==> src/bos_pkg.sv <==
package bos_pkg;

   // Default store depth.
   localparam int DEF_MAX_BOXES = 256;

   // Field widths of the request and response words.
   localparam int OP_W        = 2;
   localparam int COORD_W     = 24;
   localparam int SIDE_W      = 20;
   localparam int FRAC_W      = 17;
   localparam int TOL_W       = 16;
   localparam int COUNT_OUT_W = 9;

   // Doubled-unit bounds: 2*center +/- side needs one bit more than 2*center.
   localparam int BOUND_W = COORD_W + 2;
   // Bounds with the edge tolerance added or taken off.
   localparam int EDGE_W  = BOUND_W + 2;
   // Width of an intersection span, at most twice the side length.
   localparam int SPAN_W  = SIDE_W + 2;
   localparam int PROD_W  = 2 * SPAN_W;
   // Square of the query side and the area limit derived from it.
   localparam int SQ_W     = 2 * SIDE_W;
   localparam int HALF_W   = SIDE_W;
   localparam int PART_W   = HALF_W + FRAC_W;
   localparam int SCALED_W = SQ_W + FRAC_W;
   // limit = (4 * side^2 * fraction) >> 16 = (side^2 * fraction) >> 14
   localparam int LIMIT_SHIFT = 14;
   localparam int LIMIT_W     = SCALED_W - LIMIT_SHIFT;

   typedef enum logic [OP_W-1:0] {
      OP_ADD         = 2'd0,
      OP_ANY_OVERLAP = 2'd1,
      OP_SIGNIFICANT = 2'd2
   } bos_op_type;

   // Commands from the controller to the datapath.
   typedef struct packed {
      logic load_query;
      logic write_box;
      logic scan_issue;
      logic load_result;
   } bos_cmd_type;

   // Status from the datapath to the controller.
   typedef struct packed {
      logic store_empty;
      logic last_issue;
   } bos_status_type;

endpackage

==> src/bos_ctrl.sv <==
module bos_ctrl (
   input  logic                      clock,
   input  logic                      reset,
   input  logic                      req_valid,
   input  logic [bos_pkg::OP_W-1:0]  req_operation,
   output logic                      req_ready,
   input  logic                      rsp_ready,
   output logic                      rsp_valid,
   input  bos_pkg::bos_status_type   status,
   output bos_pkg::bos_cmd_type      cmd
);

   // Cycles for the last read to pass the read register, the span stage,
   // the product stage and the accumulator.
   localparam int DRAIN_CYCLES = 4;
   localparam int DRAIN_W      = $clog2(DRAIN_CYCLES);

   typedef enum logic [2:0] {
      S_IDLE,
      S_ADD,
      S_SCAN,
      S_DRAIN,
      S_FINISH
   } state_type;

   state_type            state_ff;
   logic [DRAIN_W-1:0]   drain_ff;
   logic                 rsp_valid_ff;

   assign req_ready = (state_ff == S_IDLE);
   assign rsp_valid = rsp_valid_ff;

   always_comb begin
      cmd             = '0;
      cmd.load_query  = (state_ff == S_IDLE) && req_valid;
      cmd.write_box   = (state_ff == S_ADD);
      cmd.scan_issue  = (state_ff == S_SCAN);
      cmd.load_result = (state_ff == S_FINISH) && (!rsp_valid_ff || rsp_ready);
   end

   always_ff @(posedge clock) begin
      if (reset) begin
         state_ff     <= S_IDLE;
         drain_ff     <= '0;
         rsp_valid_ff <= 1'b0;
      end else begin
         if (cmd.load_result) begin
            rsp_valid_ff <= 1'b1;
         end else if (rsp_ready) begin
            rsp_valid_ff <= 1'b0;
         end

         case (state_ff)
            S_IDLE: begin
               drain_ff <= '0;
               if (req_valid) begin
                  case (req_operation)
                     bos_pkg::OP_ADD: begin
                        state_ff <= S_ADD;
                     end
                     bos_pkg::OP_ANY_OVERLAP, bos_pkg::OP_SIGNIFICANT: begin
                        state_ff <= status.store_empty ? S_DRAIN : S_SCAN;
                     end
                     default: begin
                        state_ff <= S_FINISH;
                     end
                  endcase
               end
            end
            S_ADD: begin
               state_ff <= S_FINISH;
            end
            S_SCAN: begin
               if (status.last_issue) begin
                  state_ff <= S_DRAIN;
               end
            end
            S_DRAIN: begin
               drain_ff <= drain_ff + 1'b1;
               if (drain_ff == DRAIN_W'(DRAIN_CYCLES - 1)) begin
                  state_ff <= S_FINISH;
               end
            end
            S_FINISH: begin
               if (cmd.load_result) begin
                  state_ff <= S_IDLE;
               end
            end
            default: begin
               state_ff <= S_IDLE;
            end
         endcase
      end
   end

endmodule

==> config.mk <==
export PLATFORM = sky130hd
export DESIGN_NAME = bos_ctrl
export DESIGN_NICKNAME = d
export VERILOG_FILES = /design/src/bos_pkg.sv /design/src/bos_ctrl.sv
export SDC_FILE = /design/constraint.sdc
export NUM_CORES = 1
export LEC_CHECK = 0
export CAP_MARGIN = 40
export CORE_AREA = 4 4 41 43
export DETAILED_ROUTE_END_ITERATION = 7
export DIE_AREA = 0 0 45 47
export DONT_BUFFER_PORTS = 1
export SETUP_SLACK_MARGIN = 0.15
export SLEW_MARGIN = 20
export SYNTH_ARGS = -nofsm -noshare
export SYNTH_HDL_FRONTEND = slang
export SYNTH_SLANG_ARGS = --single-unit
==> constraint.sdc <==
create_clock -name clock -period 1.58 [get_ports clock]
set_clock_uncertainty 0.2 [all_clocks]
set_input_delay 0.316 -clock clock [delete_from_list [all_inputs] [get_ports clock]]
set_output_delay 0.316 -clock clock [all_outputs]
set_load 0.02 [all_outputs]
==> results of run 1 <==
==> layer usage <==
metal / global-route usage / routed length [um] / vias to the layer above
met3: 0.06897 / 101 / 4
met2: 0.1780 / 535 / 13
li1: - / - / 200
met5: 0 / 0 / -
met4: 0.05263 / 17 / 0
met1: 0.1290 / 445 / 188
==> sequential cells by signal (all words and copies together), names as in the netlist <==
| signal | cells |
|---|---|
| rsp_valid | 1 |
| state_ff | 3 |
| drain_ff | 2 |
==> cells in the mapped netlist <==
| cell type | instances |
|---|---|
| dfxtp_1 | 6 |
| nand3_1 | 1 |
| a22oi_2 | 1 |
| nor2b_1 | 1 |
| nor2b_2 | 1 |
| o21ai_1 | 1 |
| and2_1 | 1 |
| nor4_2 | 1 |
| a22o_1 | 1 |
| nand2_1 | 2 |
| a2bb2oi_1 | 1 |
| a211oi_1 | 1 |
| inv_2 | 1 |
| o211ai_1 | 1 |
| nand2b_1 | 1 |
| buf_6 | 1 |
| nand4b_1 | 1 |
| and2b_4 | 1 |
| ha_1 | 3 |
| a32oi_1 | 1 |
| nor2_1 | 7 |
| inv_1 | 3 |
| a21o_1 | 1 |
| nor3_2 | 2 |
| buf_4 | 2 |
| nor3_1 | 4 |
| mux2i_1 | 2 |
| a21oi_1 | 2 |
==> placed cells by master (no fill, tap or decap), types with 2 or more instances in the layout <==
cell and count:
nand2_1 2, buf_4 6, dfxtp_4 3, buf_6 3
nor2_1 5, a21oi_1 2, clkbuf_4 3, ha_1 3
inv_1 3, mux2i_1 2, nor2b_2 2, nor3_2 4
dfxtp_1 3
==> cell type report <==
class	count	area, um2	area share
inverter	4	15.01	0.02429
timing repair buffer	10	88.84	0.1437
multi-input combinational	38	341.6	0.5526
tap	15	18.77	0.03036
clock buffer	3	22.52	0.03644
sequential	6	131.4	0.2126
==> timing repair <==
item,4_1_cts,5_1_grt
resized for setup,13,7
hold buffers,1,0
endpoints found under the hold margin,5,0
pin swaps,3,1
setup buffers,2,0
endpoints found under the setup margin,9,8
==> worst min-delay path, cell delays in order <==
cell and delay [ns]:
nor2_1 0.02, o211ai_1 0.07, o21ai_1 0.06
==> how the worst max path moves through the flow <==
stage	startpoint	to	slack [ns]	cells past startpoint
2_1_floorplan	state_ff[2]	cmd[3]	0.04	3
3_3_place_gp	state_ff[0]	cmd[2]	0.05	3
3_5_place_dp	state_ff[0]	cmd[2]	0.07	3
4_1_cts	state_ff[1]	cmd[3]	0.02	3
5_1_grt	state_ff[1]	cmd[3]	-0.03	3
6_report	state_ff[1]	cmd[3]	0.03	3
==> per-stage QoR <==
step / setup slack [ns] / hold WS (ns) / instance area [um2]
final: 0.02933 / 0.04534 / 618.1
after CTS: 0.01918 / 0.04484 / 583.1
after global placement: 0.05466 / 0.1885 / 496.7
after global routing: -0.03334 / 0.04936 / 618.1
after floorplan: 0.03799 / 0.1857 / 451.7
after detailed placement: 0.06972 / 0.1909 / 496.7
==> cell families (layout without fill, tap and decap cells) <==
family	after synthesis	in the layout	share of synthesized area
buf+inv	7	17	0.09535
simple gates	23	23	0.3180
flops	6	6	0.2775
mux	2	2	0.04624
fa+ha+maj	3	3	0.08671
compound gates	10	10	0.1763
==> power breakdown <==
group | total (mW) | leakage (nW) | internal (mW) | switching [mW]
registers | 0.189 | 0.0509 | 0.164 | 0.0252
logic | 0.219 | 0.199 | 0.110 | 0.109
clock network | 0.145 | 0.0138 | 0.0862 | 0.0590
==> results.sh, run 1 <==
export IMPL_yosysTopAreaCell="dfxtp_1"
export IMPL_postSynthCellCount=51
export IMPL_htreeDepth=1
export IMPL_hold_end="state_ff[2]"
export IMPL_fin_crit_sh=0.9814
export IMPL_clk_pin_slew_ns=0.05
export IMPL_avgRoutedWirePerCell_um=14.45
export IMPL_synth_cell_types=28
export IMPL_grt_total_usage=0.1159
export IMPL_worstHoldStart="reset"
export IMPL_nets=74
export IMPL_final_util=0.4750
export IMPL_critPathMaxFanout=6
export IMPL_cts_buffers_inserted=3
export IMPL_cp_arrival_ns=1.03
export IMPL_die_x_um=45
export IMPL_maxSlewViolCount=0
export IMPL_fillCellCount=141
export IMPL_yosysSeqAreaShare=0.2775
export IMPL_rows=13
export IMPL_grt_overflow=0
export IMPL_first_global_vias=379
export IMPL_cts_sinks=6
export IMPL_vias=405
export IMPL_r2r_start="state_ff[1]"
export IMPL_ir_worst_vdd_mv=0.6716
export IMPL_syn_avg_cell_area_um2=8.489
export IMPL_critPathTopFamily="flip-flops"
export IMPL_cts_buffer_depth=2
export IMPL_grt_antenna_before_repair=0
export IMPL_power_density_mw_per_mm2=895.0
export IMPL_dieArea_mm2=0.002115
export IMPL_hp_class="in -> reg"
export IMPL_synth_top_area_share=0.2775
export IMPL_relSlewSlack=0.8234
export IMPL_dp_cells=70
export IMPL_syn_to_final_growth_pct=42.77
export IMPL_syn_num_nets=62
export IMPL_yosys_warnings=0
export IMPL_min_path_cells=3
export IMPL_start_util=0.3327
export IMPL_crit_type="reg -> out"
export IMPL_cp_slowest_cell="dfxtp_4"
export IMPL_tns_ns=0
export IMPL_finalHoldViolations=0
export IMPL_status="finished, final reports clean"
export IMPL_finalPower_mw=0.5532
export IMPL_io_pins=14
export IMPL_hpwlAfterDp_um=710.4
export IMPL_viasPerCell=5.329
export IMPL_clock_latency_ns=0.25
export IMPL_maxCapViolations=0
export IMPL_r2r_slack_ns=0.16
export IMPL_initialDrtViolationCount=10
export IMPL_finalNonFillerCells=76
export IMPL_port_buffers=0
export IMPL_gp_congestion=0.8013
export IMPL_tightest_slew_ns=0.2641
export IMPL_cpPeakStageDelay_ns=0.36
export IMPL_crit_chain="buf_6 -> nor3_4 -> and2_4"
export IMPL_path_buf_inv=1
export IMPL_required_ns=1.06
export IMPL_grt_max_degree=11
export IMPL_finalSetupViolations=0
export IMPL_synthTopCellsByArea="dfxtp_1 28%, ha_1 8.7%, nor2_1 6.1%"
export IMPL_r2r_end="state_ff[0]"
export IMPL_yosys_register_bits=6
export IMPL_drive_gt1_frac=0.5246
export IMPL_fp_dieH_um=47
export IMPL_core_mm2=0.001301
export IMPL_grt_pass1_wl_um=1656
export IMPL_fin_crit_ns=1.551
export IMPL_postRouteAntennaNets=0
export IMPL_antenna_cells=0
export IMPL_rsz0062_at_grt="yes"
export IMPL_drc=0
export IMPL_leakage_nw=0.2642
export IMPL_synth_area_um2=432.9
export IMPL_cts_tree="yes"
export IMPL_detail_route_first_pass_iterations=4
export IMPL_cts_root_buf="clkbuf_4"
export IMPL_wl_um=1098
export IMPL_r2r_cells=6
export IMPL_max_freq_mhz=644.9
export IMPL_worstSetupEndpointType="output pin"
export IMPL_worstSetupStartpointType="register"
(Power assumes the default switching activity.)
==> run 2: changes to the inputs <==
--- a/config.mk
+++ b/config.mk
@@ -5,6 +5,7 @@
 export SDC_FILE = /design/constraint.sdc
 export NUM_CORES = 1
 export LEC_CHECK = 0
+export ABC_AREA = 1
 export CAP_MARGIN = 40
 export CORE_AREA = 4 4 41 43
 export DETAILED_ROUTE_END_ITERATION = 7
==> results.sh, run 2 <==
export IMPL_crit_type="reg -> out"
export IMPL_wl_um=1087
export IMPL_status="finished, final reports clean"
export IMPL_largest_reg_flops=3
export IMPL_tns_ns=0
export IMPL_async_flop_share=0
export IMPL_core_mm2=0.001301
export IMPL_start_util=0.3298
export IMPL_final_util=0.4692
export IMPL_top_register="state_ff"
export IMPL_synth_top_area_share=0.2799
export IMPL_hpwlAfterDp_um=758.4
export IMPL_maxCapViolations=0
export IMPL_ir_worst_vdd_mv=0.5291
export IMPL_yosys_warnings=0
export IMPL_die_x_um=45
export IMPL_drive_gt1_frac=0.3855
export IMPL_gp_congestion=0.8001
export IMPL_port_buffers=0
export IMPL_grt_overflow=0
export IMPL_mostFrequentLayoutCells="12 x inv_1, 10 x buf_4, 9 x nand2_1"
export IMPL_drc=0
export IMPL_worstSetupStartpointType="register"
export IMPL_cts_tree="yes"
export IMPL_finalSetupViolations=0
export IMPL_detail_route_first_pass_iterations=4
export IMPL_relSlewSlack=0.8251
export IMPL_yosysMostFrequentCell="inv_1"
export IMPL_finalNonFillerCells=98
export IMPL_syn_num_nets=80
export IMPL_required_ns=1.06
export IMPL_rsz0062_at_grt="yes"
export IMPL_worstSetupEndpointType="output pin"
export IMPL_postRouteAntennaNets=0
export IMPL_antenna_cells=0
export IMPL_synth_cell_types=15
export IMPL_yosysTopAreaCell="dfxtp_1"
export IMPL_finalHoldViolations=0
export IMPL_postSynthCellCount=69
export IMPL_leakage_nw=0.3081
export IMPL_cts_buffer_depth=2
export IMPL_max_freq_mhz=650.3
export IMPL_netlist_top_cells_count="13 x inv_1, 12 x nand2_1, 10 x nor2_1, 7 x nand3_1, 6 x dfxtp_1"
export IMPL_maxSlewViolCount=0
export IMPL_fin_crit_ns=1.538
export IMPL_htreeDepth=1
export IMPL_avgRoutedWirePerCell_um=11.09
export IMPL_tightest_slew_ns=0.2615
export IMPL_yosys_register_bits=6
export IMPL_yosysSeqAreaShare=0.2799
export IMPL_cts_buffers_inserted=3
export IMPL_power_density_mw_per_mm2=1963
export IMPL_synthTopCellsByArea="dfxtp_1 28%, inv_1 11%, nand2_1 10%"
export IMPL_cts_sinks=6
export IMPL_io_pins=14
export IMPL_synthFlopType="dfxtp_1"
export IMPL_dieArea_mm2=0.002115
export IMPL_synth_area_um2=429.2
export IMPL_clk_pin_slew_ns=0.05
export IMPL_cpPeakStageDelay_ns=0.37
export IMPL_cp_arrival_ns=1.02
export IMPL_hp_class="in -> reg"
export IMPL_syn_avg_cell_area_um2=6.220
export IMPL_initialDrtViolationCount=1
export IMPL_vias=467
export IMPL_fp_dieH_um=47
export IMPL_grt_total_usage=0.1163
export IMPL_grt_antenna_before_repair=0
export IMPL_layout_cells_most_common="inv_1"
export IMPL_nets=96
export IMPL_grt_max_degree=8
export IMPL_cp_slowest_cell="dfxtp_4"
export IMPL_final_cell_area_um2=610.6
export IMPL_first_global_vias=460
export IMPL_finalPower_mw=1.198
export IMPL_critPathMaxFanout=4
export IMPL_whs_ns=0.04124
export IMPL_clock_latency_ns=0.24
export IMPL_dp_cells=87
export IMPL_grt_pass1_wl_um=1794
export IMPL_syn_to_final_growth_pct=42.27
export IMPL_placed_area_um2=475.5
export IMPL_rows=13
export IMPL_fin_crit_sh=0.9732
export IMPL_viasPerCell=4.765
export IMPL_fin_ws_ns=0.04230
export IMPL_cts_root_buf="clkbuf_4"
export IMPL_crit_chain="nor2_4 -> nand2_2 -> nor2_1 -> buf_4"
export IMPL_preCtsSetupSlack_ns=0.09244
export IMPL_synth_edf_count=0
[run 2: changes by cell type in the layout (fill, tap and decap cells not counted), sizes merged, moves of 3 or more]
cell	before	now
a21oi	2	5
inv	4	14
nand2	2	14
nand3	1	7
nor2	7	14
nor3	6	1
[run 2: path summary, 6_finish.rpt]
path | start | end | slack (ns) | cells after the start
worst max-delay path | state_ff[0] | cmd[0] | 0.04 | 4
worst min-delay path | reset | state_ff[1] | 0.04 | 3
worst max register to register | state_ff[0] | state_ff[0] | 0.21 | 8
worst min register to register | drain_ff[0] | drain_ff[0] | 0.26 | 1
[run 2: cell families (layout without fill, tap and decap cells)]
family	Yosys count	count (layout)	synth area share
compound gates	10	10	0.1370
fa+ha+maj	3	3	0.08747
buf+inv	14	28	0.1224
flops	6	6	0.2799
simple gates	36	36	0.3731
[run 2: layer usage]
metal | track usage | vias to the layer above | wire length, um
li1 | - | 246 | -
met1 | 0.1347 | 206 | 479
met2 | 0.1864 | 13 | 549
met3 | 0.02299 | 2 | 46
met4 | 0.09357 | 0 | 12
met5 | 0 | - | 0
[run 2: layout make-up]
cell class / instances / area [um2]
Clock buffer: 3 / 22.52
Inverter: 14 / 55.05
Multi-Input combinational cell: 49 / 297.8
Fill cell: 143 / 690.7
Timing Repair Buffer: 11 / 85.08
Sequential cell: 6 / 131.4
Tap cell: 15 / 18.77
[run 2: report_power, final]
group	internal (mW)	switching [mW]	total [mW]
clock	0.0858	0.0538	0.140
sequential	0.213	0.0852	0.299
combinational	0.323	0.437	0.760
total	0.623	0.576	1.20
[run 2: repair_timing]
item / in CTS / in global routing
endpoints found under the hold margin: 3 / 0
resized for setup: 16 / 2
setup endpoints to repair: 6 / 6
hold buffers: 1 / 0
setup buffers: 5 / 2
pin swaps: 4 / 4
[run 2: worst max-delay path: cells and delay by family, from the launching register on]
family / cells / cell delay [ns]
AND/OR/NAND/NOR: 3 / 0.28
buffers and inverters: 1 / 0.14
flip-flops: 1 / 0.37
